`config.mk`:
```
export PLATFORM = sky130hd
export DESIGN_NAME = escape_run_length_decoder_top
export DESIGN_NICKNAME = d
export VERILOG_FILES = /design/src/rtl/core/erld_pkg.sv /design/src/rtl/core/escape_run_length_decoder_top.sv /design/src/rtl/core/erld_front.sv /design/src/rtl/core/erld_queue.sv /design/src/rtl/core/erld_back.sv
export SDC_FILE = /design/constraint.sdc
export NUM_CORES = 1
export LEC_CHECK = 0
export BUFFER_PORTS_ARGS = -buffer_cell sky130_fd_sc_hd__clkbuf_2
export CAP_MARGIN = 0
export CORE_ASPECT_RATIO = 0.6
export CORE_UTILIZATION = 55
export DETAILED_ROUTE_END_ITERATION = 8
export GPL_ROUTABILITY_DRIVEN = 0
export GPL_TIMING_DRIVEN = 0
export HOLD_SLACK_MARGIN = 0.02
export MAX_ROUTING_LAYER = met4
export PLACE_DENSITY = 0.76
export SYNTH_ARGS = -nofsm -noshare
export SYNTH_HDL_FRONTEND = slang
export SYNTH_SLANG_ARGS = --single-unit
```
`constraint.sdc`:
```
create_clock -name aclk -period 7.32 [get_ports aclk]
set_input_delay 0.732 -clock aclk [delete_from_list [all_inputs] [get_ports aclk]]
set_output_delay 0.732 -clock aclk [all_outputs]
set_load 0.005 [all_outputs]
```
`src/rtl/core/erld_pkg.sv`:
```
package erld_pkg;

    // Escape codes and the fixed length of the short zero run.
    localparam logic [7:0] ESC_ZEROS    = 8'hFD;
    localparam logic [7:0] ESC_LONG     = 8'hFE;
    localparam logic [7:0] ZERO_RUN_LEN = 8'd3;

    // Role of one packet byte, decided by the front end.
    typedef enum logic [2:0] {
        KIND_LIT   = 3'd0,
        KIND_ZEROS = 3'd1,
        KIND_LONG  = 3'd2,
        KIND_COUNT = 3'd3,
        KIND_FILL  = 3'd4
    } erld_kind_t;

    // Classified byte as it travels through the queue.
    typedef struct packed {
        erld_kind_t  kind;
        logic [7:0]  data_byte;
        logic        last;
        logic        first;
        logic [15:0] limit;
    } erld_token_t;

endpackage

```
`src/rtl/core/escape_run_length_decoder_top.sv`:
```
// Escape-byte run-length decoder. It takes one compressed packet byte per
// cycle while the queue has room and gives at most one run descriptor
// (value, length) per byte. A byte is classified in the front end, waits
// in a queue of QUEUE_DEPTH entries, and is applied to the packet budget
// in the back end, which registers the result; a descriptor follows its
// byte through a queue slot and the result register. The queue lets the
// input keep flowing for QUEUE_DEPTH bytes while the result port is held
// off. The budget is sampled on each packet's first byte.
module escape_run_length_decoder_top #(
    parameter int QUEUE_DEPTH = 4
) (
    input  logic        aclk,
    input  logic        aresetn,
    input  logic        s_valid,
    output logic        s_ready,
    input  logic [7:0]  s_data_byte,
    input  logic        s_packet_end,
    input  logic [15:0] s_output_limit,
    output logic        m_valid,
    input  logic        m_ready,
    output logic [7:0]  m_run_value,
    output logic [7:0]  m_run_length,
    output logic        m_packet_done,
    output logic        m_status,
    output logic [15:0] m_total_length
);
    import erld_pkg::*;

    erld_token_t front_tok, back_tok;
    logic        front_valid, front_ready;
    logic        back_valid, back_ready;

    // Classification of incoming bytes.
    erld_front u_front (
        .aclk          (aclk),
        .aresetn       (aresetn),
        .s_valid       (s_valid),
        .s_ready       (s_ready),
        .s_data_byte   (s_data_byte),
        .s_packet_end  (s_packet_end),
        .s_output_limit(s_output_limit),
        .tok_valid     (front_valid),
        .tok_ready     (front_ready),
        .tok           (front_tok)
    );

    // Decoupling queue between the two halves.
    erld_queue #(
        .DEPTH(QUEUE_DEPTH)
    ) u_queue (
        .aclk      (aclk),
        .aresetn   (aresetn),
        .push_valid(front_valid),
        .push_ready(front_ready),
        .push_tok  (front_tok),
        .pop_valid (back_valid),
        .pop_ready (back_ready),
        .pop_tok   (back_tok)
    );

    // Budget tracking and result generation.
    erld_back u_back (
        .aclk          (aclk),
        .aresetn       (aresetn),
        .tok_valid     (back_valid),
        .tok_ready     (back_ready),
        .tok           (back_tok),
        .m_valid       (m_valid),
        .m_ready       (m_ready),
        .m_run_value   (m_run_value),
        .m_run_length  (m_run_length),
        .m_packet_done (m_packet_done),
        .m_status      (m_status),
        .m_total_length(m_total_length)
    );

endmodule

```
`src/rtl/core/erld_front.sv`:
```
module erld_front (
    input  logic                 aclk,
    input  logic                 aresetn,
    input  logic                 s_valid,
    output logic                 s_ready,
    input  logic [7:0]           s_data_byte,
    input  logic                 s_packet_end,
    input  logic [15:0]          s_output_limit,
    output logic                 tok_valid,
    input  logic                 tok_ready,
    output erld_pkg::erld_token_t tok
);
    import erld_pkg::*;

    // Position inside a long escape.
    typedef enum logic [2:0] {
        PH_BASE  = 3'b001,
        PH_COUNT = 3'b010,
        PH_FILL  = 3'b100
    } erld_phase_t;

    erld_phase_t phase_reg, phase_next, phase_eff;
    logic        first_reg, first_next;
    logic        xfer;
    erld_kind_t  kind;

    assign s_ready   = tok_ready;
    assign tok_valid = s_valid;
    assign xfer      = s_valid && tok_ready;

    // The first byte of a packet always starts from the base phase.
    assign phase_eff = first_reg ? PH_BASE : phase_reg;

    // Classify the byte and advance the escape phase.
    always_comb begin
        kind       = KIND_LIT;
        phase_next = PH_BASE;
        case (phase_eff)
            PH_COUNT: begin
                kind       = KIND_COUNT;
                phase_next = PH_FILL;
            end
            PH_FILL: begin
                kind       = KIND_FILL;
                phase_next = PH_BASE;
            end
            default: begin
                if (s_data_byte == ESC_ZEROS) begin
                    kind = KIND_ZEROS;
                end else if (s_data_byte == ESC_LONG) begin
                    kind       = KIND_LONG;
                    phase_next = PH_COUNT;
                end else begin
                    kind = KIND_LIT;
                end
            end
        endcase
        if (s_packet_end) begin
            phase_next = PH_BASE;
        end
        first_next = s_packet_end;
    end

    assign tok.kind      = kind;
    assign tok.data_byte = s_data_byte;
    assign tok.last      = s_packet_end;
    assign tok.first     = first_reg;
    assign tok.limit     = s_output_limit;

    always_ff @(posedge aclk) begin
        if (!aresetn) begin
            phase_reg <= PH_BASE;
            first_reg <= 1'b1;
        end else if (xfer) begin
            phase_reg <= phase_next;
            first_reg <= first_next;
        end
    end

endmodule

```
`src/rtl/core/erld_queue.sv`:
```
module erld_queue #(
    parameter int DEPTH = 4
) (
    input  logic                  aclk,
    input  logic                  aresetn,
    input  logic                  push_valid,
    output logic                  push_ready,
    input  erld_pkg::erld_token_t push_tok,
    output logic                  pop_valid,
    input  logic                  pop_ready,
    output erld_pkg::erld_token_t pop_tok
);
    import erld_pkg::*;

    localparam int PtrW = (DEPTH > 1) ? $clog2(DEPTH) : 1;
    localparam int CntW = $clog2(DEPTH + 1);

    erld_token_t         slot_reg [DEPTH];
    logic [PtrW-1:0]     wr_ptr_reg, wr_ptr_next;
    logic [PtrW-1:0]     rd_ptr_reg, rd_ptr_next;
    logic [CntW-1:0]     count_reg, count_next;
    logic                push, pop;

    assign push_ready = (count_reg != CntW'(DEPTH));
    assign pop_valid  = (count_reg != '0);
    assign push       = push_valid && push_ready;
    assign pop        = pop_valid && pop_ready;
    assign pop_tok    = slot_reg[rd_ptr_reg];

    // Pointer and fill-count bookkeeping.
    always_comb begin
        wr_ptr_next = wr_ptr_reg;
        rd_ptr_next = rd_ptr_reg;
        count_next  = count_reg;
        if (push) begin
            wr_ptr_next = (wr_ptr_reg == PtrW'(DEPTH - 1)) ? '0 : wr_ptr_reg + 1'b1;
        end
        if (pop) begin
            rd_ptr_next = (rd_ptr_reg == PtrW'(DEPTH - 1)) ? '0 : rd_ptr_reg + 1'b1;
        end
        if (push && !pop) begin
            count_next = count_reg + 1'b1;
        end else if (pop && !push) begin
            count_next = count_reg - 1'b1;
        end
    end

    always_ff @(posedge aclk) begin
        if (!aresetn) begin
            wr_ptr_reg <= '0;
            rd_ptr_reg <= '0;
            count_reg  <= '0;
        end else begin
            wr_ptr_reg <= wr_ptr_next;
            rd_ptr_reg <= rd_ptr_next;
            count_reg  <= count_next;
        end
    end

    // Storage slots need no reset.
    always_ff @(posedge aclk) begin
        if (push) begin
            slot_reg[wr_ptr_reg] <= push_tok;
        end
    end

endmodule

```
`src/rtl/core/erld_back.sv`:
```
module erld_back (
    input  logic                  aclk,
    input  logic                  aresetn,
    input  logic                  tok_valid,
    output logic                  tok_ready,
    input  erld_pkg::erld_token_t tok,
    output logic                  m_valid,
    input  logic                  m_ready,
    output logic [7:0]            m_run_value,
    output logic [7:0]            m_run_length,
    output logic                  m_packet_done,
    output logic                  m_status,
    output logic [15:0]           m_total_length
);
    import erld_pkg::*;

    logic [15:0] budget_reg, budget_next, budget_eff;
    logic [15:0] bytes_reg, bytes_next, bytes_eff;
    logic [7:0]  count_reg, count_next, count_eff;
    logic        stopped_reg, stopped_next, stopped_eff;
    logic        m_valid_reg;
    logic [7:0]  value_reg, length_reg;
    logic        done_reg, status_reg;
    logic [15:0] total_reg;

    logic        pop, have, emit, status;
    logic [7:0]  want, len, val;

    assign tok_ready = !m_valid_reg || m_ready;
    assign pop       = tok_valid && tok_ready;

    // A packet's first byte takes the run state afresh from its budget.
    assign budget_eff  = tok.first ? tok.limit : budget_reg;
    assign bytes_eff   = tok.first ? 16'd0 : bytes_reg;
    assign count_eff   = tok.first ? 8'd0 : count_reg;
    assign stopped_eff = tok.first ? (tok.limit == 16'd0) : stopped_reg;

    // Carry out one classified byte against the remaining budget.
    always_comb begin
        want       = 8'd0;
        have       = 1'b0;
        status     = 1'b0;
        val        = 8'd0;
        count_next = count_eff;
        if (!stopped_eff) begin
            case (tok.kind)
                KIND_COUNT: begin
                    count_next = tok.data_byte;
                    status     = tok.last;
                end
                KIND_FILL: begin
                    want = count_eff;
                    val  = tok.data_byte;
                    have = 1'b1;
                end
                KIND_ZEROS: begin
                    want = ZERO_RUN_LEN;
                    have = 1'b1;
                end
                KIND_LONG: begin
                    status = tok.last;
                end
                KIND_LIT: begin
                    want = 8'd1;
                    val  = tok.data_byte;
                    have = 1'b1;
                end
                default: begin
                    have = 1'b0;
                end
            endcase
        end
        len = ({8'd0, want} < budget_eff) ? want : budget_eff[7:0];
        if (len == 8'd0) begin
            val = 8'd0;
        end
        budget_next  = budget_eff;
        bytes_next   = bytes_eff;
        stopped_next = stopped_eff;
        if (have) begin
            budget_next  = budget_eff - {8'd0, len};
            bytes_next   = bytes_eff + {8'd0, len};
            stopped_next = (budget_next == 16'd0);
        end
        emit = tok.last || (have && (len != 8'd0));
    end

    always_ff @(posedge aclk) begin
        if (!aresetn) begin
            budget_reg  <= '0;
            bytes_reg   <= '0;
            count_reg   <= '0;
            stopped_reg <= 1'b0;
            m_valid_reg <= 1'b0;
        end else begin
            if (pop) begin
                budget_reg  <= budget_next;
                bytes_reg   <= bytes_next;
                count_reg   <= count_next;
                stopped_reg <= stopped_next;
            end
            if (pop && emit) begin
                m_valid_reg <= 1'b1;
            end else if (m_ready) begin
                m_valid_reg <= 1'b0;
            end
        end
    end

    // Result register, loaded when a descriptor is produced.
    always_ff @(posedge aclk) begin
        if (pop && emit) begin
            value_reg  <= val;
            length_reg <= len;
            done_reg   <= tok.last;
            status_reg <= status;
            total_reg  <= bytes_next;
        end
    end

    assign m_valid        = m_valid_reg;
    assign m_run_value    = value_reg;
    assign m_run_length   = length_reg;
    assign m_packet_done  = done_reg;
    assign m_status       = status_reg;
    assign m_total_length = total_reg;

endmodule

```
## After elaboration in Yosys (flattened, before gate mapping)

Memory sizes are Yosys's and may differ from the RTL's. A register that Yosys moved wholly into a read port is not among the register bits.
Cells that the tools add are included.

- Flip-flop bits (word level): 87
- Memory bits (writable): 116
- Word-level logic and storage cells: 92
- Memories: 1

Memory list:

| memory | words | bits a word | read ports | clocked after Yosys merged registers in | write ports | line | source |
|---|---|---|---|---|---|---|---|
| u_queue.slot_reg | 4 | 29 | 1 | 1 | 1 | erld_queue.sv:18 | `erld_token_t slot_reg [DEPTH];` |

- Add/subtract/negate cells: 6
- Magnitude comparators: 1
- Equal/unequal tests: 11
- Mux-type cells: 32
- Bitwise logic cells: 2
- Reductions and logical operators: 24

Operators by type and width:

| kind | number |
|---|---|
| 2-to-1 mux 16 bit | 4 |
| 2-to-1 mux 8 bit | 5 |
| zero test 16 bit | 2 |
| one-hot mux 8 bit (3 select lines) | 1 |
| 2-to-1 mux 3 bit | 6 |
| adder 16 x 8 -> 16 bit | 1 |
| == test 8 bit (second input constant) | 2 |
| less-than comparator 8 x 16 -> 1 bit | 1 |
| subtractor 16 x 8 -> 16 bit | 1 |
| 2-to-1 mux 2 bit | 6 |
| one-hot mux 3 bit (2 select lines) | 2 |
| == test 3 x 2 -> 1 bit (second input constant) | 3 |
| zero test 8 bit | 1 |
| 2-to-1 mux 1 bit | 8 |
| nonzero test 8 bit | 1 |
| == test 3 bit (second input constant) | 2 |
| logical AND 1 bit | 6 |
| OR reduction 2 bit | 3 |
| OR reduction 3 bit | 2 |
| adder 2 x 1 -> 2 bit (second input constant) | 2 |
| == test 2 bit (second input constant) | 2 |
| nonzero test 2 bit | 2 |
| adder 3 x 1 -> 3 bit (second input constant) | 1 |
| == test 3 x 1 -> 1 bit (second input constant) | 1 |
| other kinds (7) | 11 |

## Longest topological paths before layout

- Word-level depth: 10
- Mapped depth: 30
- Gate-level depth less buffers: 21

## Hierarchy

Synthesis repeated with hierarchy kept, for this count alone.

- Cells, all modules: 954
- Area, all modules: 10717.8 um2

By module, submodules not included:

| module | times used | cells an instance | area each (um2) |
|---|---|---|---|
| erld_back | 1 | 695 | 5609.1 |
| erld_queue | 1 | 202 | 4665.7 |
| erld_front | 1 | 57 | 442.9 |

## Worst setup path before layout

OpenSTA, ideal clock, no wires.

- Path kind: reg-to-reg
- Start point: reg with a tool-made name
- End point: reg u_back.bytes_reg[12]
- Setup time: 0.074 ns
- Data arrival time: 6.718 ns
- Required time: 7.246 ns
- Path slack: 0.528 ns
- Cell stages (with the launch flop): 26
- Buffers on the path: 9
- Clock period less this slack: 6.792 ns
- Cells stage by stage: dfxtp_1 -> buf_2 -> buf_1 -> buf_2 -> buf_1 -> mux4_2 -> mux2_2 -> inv_1 -> clkbuf_1 -> ha_1 -> a21oi_1 -> o21ai_0 -> nor3_1 -> a2111o_1 -> buf_6 -> buf_2 -> clkbuf_1 -> clkbuf_1 -> o21ai_0 -> ha_1 -> nand2_1 -> o41a_1 -> o21ai_1 -> nand4_2 -> a2111o_1 -> a31oi_1

RTL lines:

| what | line | source |
|---|---|---|
| to (signal assigned) | erld_back.sv:98 | `bytes_reg <= bytes_next;` |
| to (decl) | erld_back.sv:18 | `logic [15:0] bytes_reg, bytes_next, bytes_eff;` |

==> impl_metrics.json <==
{
  "clkLatencyLatePin_ns": 0.51,
  "vdd_drop_max_mv": 0.213,
  "grt_usage_pct": 31.7,
  "antenna_left": 0,
  "final_area_sq_um": 12400,
  "num-nets-final": 1118,
  "grt_pass1_wl_mm": 48.0,
  "antenna_found_initial": 0,
  "dpl.hpwl_mm": 21.9,
  "port_buffers": 63,
  "synth.most_common_cell": "edfxtp_1",
  "dr.first_iter.drc_count": 1564,
  "cts_root_buf": "clkbuf_16",
  "grt_max_degree": 30,
  "numCtsBuffers": 20,
  "synth_area_leaders": "edfxtp_1, dfxtp_1, mux4_2",
  "clk_pin_slew_worst_paths_ns": 0.06,
  "htreeDepth": 1,
  "fin_util_pct": 64.5,
  "yosysWarnings": 0,
  "relSlewSlack_pct": 12.0,
  "fin_hold_ws_ns": 0.439,
  "viasPerCell": 6.76,
  "clockBufferDepth": 3,
  "cellPowerDensity_nw_per_um2": 434,
  "status": "finished, final reports clean",
  "cp.arrival_ns": 7.45,
  "dr.pass1.iters": 6,
  "synthesis.nets": 1032,
  "async_reset_ff_share_pct": 0,
  "dp_slack_ns": -1.55,
  "p_leak_nw": 4.38,
  "cp-start-kind": "flop",
  "initial_core_util_pct": 56.7,
  "io_pins": 65,
  "tightestPinTransition_ns": 1.30,
  "placed_cells": 1313,
  "grt-ovfl-total": 0,
  "dieWidth_microns": 184,
  "netlist_area_sq_um": 10900,
  "placed_cell_area_sq_um": 11600,
  "vias": 9107,
  "die_h_microns": 111,
  "seq_area_frac_synth_pct": 51.5,
  "endpoint_kind": "flop",
  "diodes": 0,
  "wl_mm": 31.2,
  "cts_sinks": 205,
  "synth_cell_type_count": 86,
  "setup_tns_ns": 0,
  "synth_top_cell_area_share_pct": 41.4,
  "synth_common_cells": "edfxtp_1, nand2_1, nor2_1",
  "ys_ff_latch": 205,
  "cp_max_fo": 10,
  "worstPathRequired_ns": 7.65,
  "largest_reg_flops": 116,
  "setup_viol": 0,
  "synthCells": 983,
  "clock.fmax_ghz": 0.141,
  "area_growth_syn_to_layout_pct": 13.7,
  "cts_tree": "built",
  "hold_violations": 0,
  "synthFlopType": "edfxtp_1",
  "fin_crit_sh_pct": 97.2,
  "core_sq_um": 19200,
  "synth_area_leader_cell": "edfxtp_1",
  "rsz0062_at_grt": "false",
  "min_period_ns": 7.12,
  "fillers": 1454,
  "dieArea_sq_um": 20400,
  "wl_per_cell_microns": 23.1,
  "layout_setup_ws_ns": 0.205,
  "power_mw": 5.37,
  "fp-row-count": 39,
  "stdcell_count": 1348,
  "synth_edf_count": 150,
  "drc": 0,
  "slew_viol_final": 0,
  "drive_gt1_share_pct": 18.8,
  "syn_avg_cell_area_sq_um": 11.1,
  "grt_pass1_vias": 8377,
  "maxCapViolations": 0,
  "critPathKind": "flop to flop",
  "hold_class": "primary input to flop",
  "clock_skew_ns": 0.0225
}
## critical path, stage by stage (launching register included)
cell	delay, ns
dfxtp_1	0.32
buf_6	0.13
mux4_2	0.54
buf_2	0.24
buf_2	0.25
nor3b_4	0.39
nand3_2	0.28
clkinvlp_4	0.26
ha_1	0.27
a21oi_1	0.24
o21ai_1	0.17
o221ai_2	0.29
a2111o_1	0.16
buf_6	0.16
buf_2	0.31
buf_2	0.29
clkbuf_2	0.28
o21ai_2	0.14
ha_2	0.41
nand2_1	0.15
o41a_1	0.46
o221ai_4	0.33
nand4_4	0.24
a2111o_1	0.45
o21ai_1	0.14
## power by group
group / switching [mW] / total [mW] / internal (mW)
sequential: 0.105 / 1.63 / 1.52
combinational: 1.79 / 2.69 / 0.905
clock: 0.439 / 1.05 / 0.609
## worst paths after layout
kind | start | end | slack [ns] | cells after the start
max | flop | u_back.m_total_length[10]$_DFFE_PP_ | 0.20 | 24
min | s_output_limit[8] | u_queue.slot_reg[3][8]$_DFFE_PP_ | 0.44 | 1
max reg2reg | flop | u_back.m_total_length[10]$_DFFE_PP_ | 0.20 | 24
min reg2reg | u_back.budget_reg[1]$_SDFFE_PN0P_ | u_back.budget_reg[1]$_SDFFE_PN0P_ | 0.46 | 2
## area by class of cell
| type | count | area [sq um] | share of cell area [%] |
|---|---|---|---|
| repair buffers | 66 | 350 | 2.83 |
| plain buffers | 57 | 279 | 2.26 |
| multi-input cells | 682 | 4990 | 40.4 |
| well taps | 266 | 333 | 2.69 |
| flip-flops and latches | 205 | 5610 | 45.3 |
| clock inverters | 13 | 150 | 1.21 |
| inverters | 37 | 146 | 1.18 |
| clock buffers | 22 | 508 | 4.11 |
## layout by cell type (no fill, tap or decap), types with 27 or more instances in the layout
| cell | synthesis | final |
|---|---|---|
| a21oi_1 | 53 | 52 |
| nand2_1 | 102 | 102 |
| nor2_1 | 67 | 66 |
| mux4_2 | 29 | 29 |
| o21ai_0 | 41 | 38 |
| edfxtp_1 | 150 | 150 |
| clkbuf_2 | 0 | 65 |
| clkbuf_1 | 37 | 34 |
| dfxtp_1 | 55 | 55 |
| inv_1 | 34 | 33 |
| nand3_1 | 38 | 37 |
| nor3_1 | 29 | 27 |
## layer usage
metal  track usage (%)  share of wire, %
met5                 -                 0
met1              48.3                43
met4              7.56               2.7
met3              9.59                14
met2              40.7                40
## logic make-up after synthesis
family / synth area share, %
buf+inv: 3.72
compound gates: 16.5
xor+xnor: 2.01
flops: 51.5
simple gates: 14.3
mux: 9.36
fa+ha+maj: 2.55
## what timing repair did
item	in CTS	in global routing
pin swaps	1	3
hold buffers	0	0
endpoints found under the setup margin	76	26
buffers inserted	1	1
resized for setup	19	20
Power figures use the tool's default switching activity.
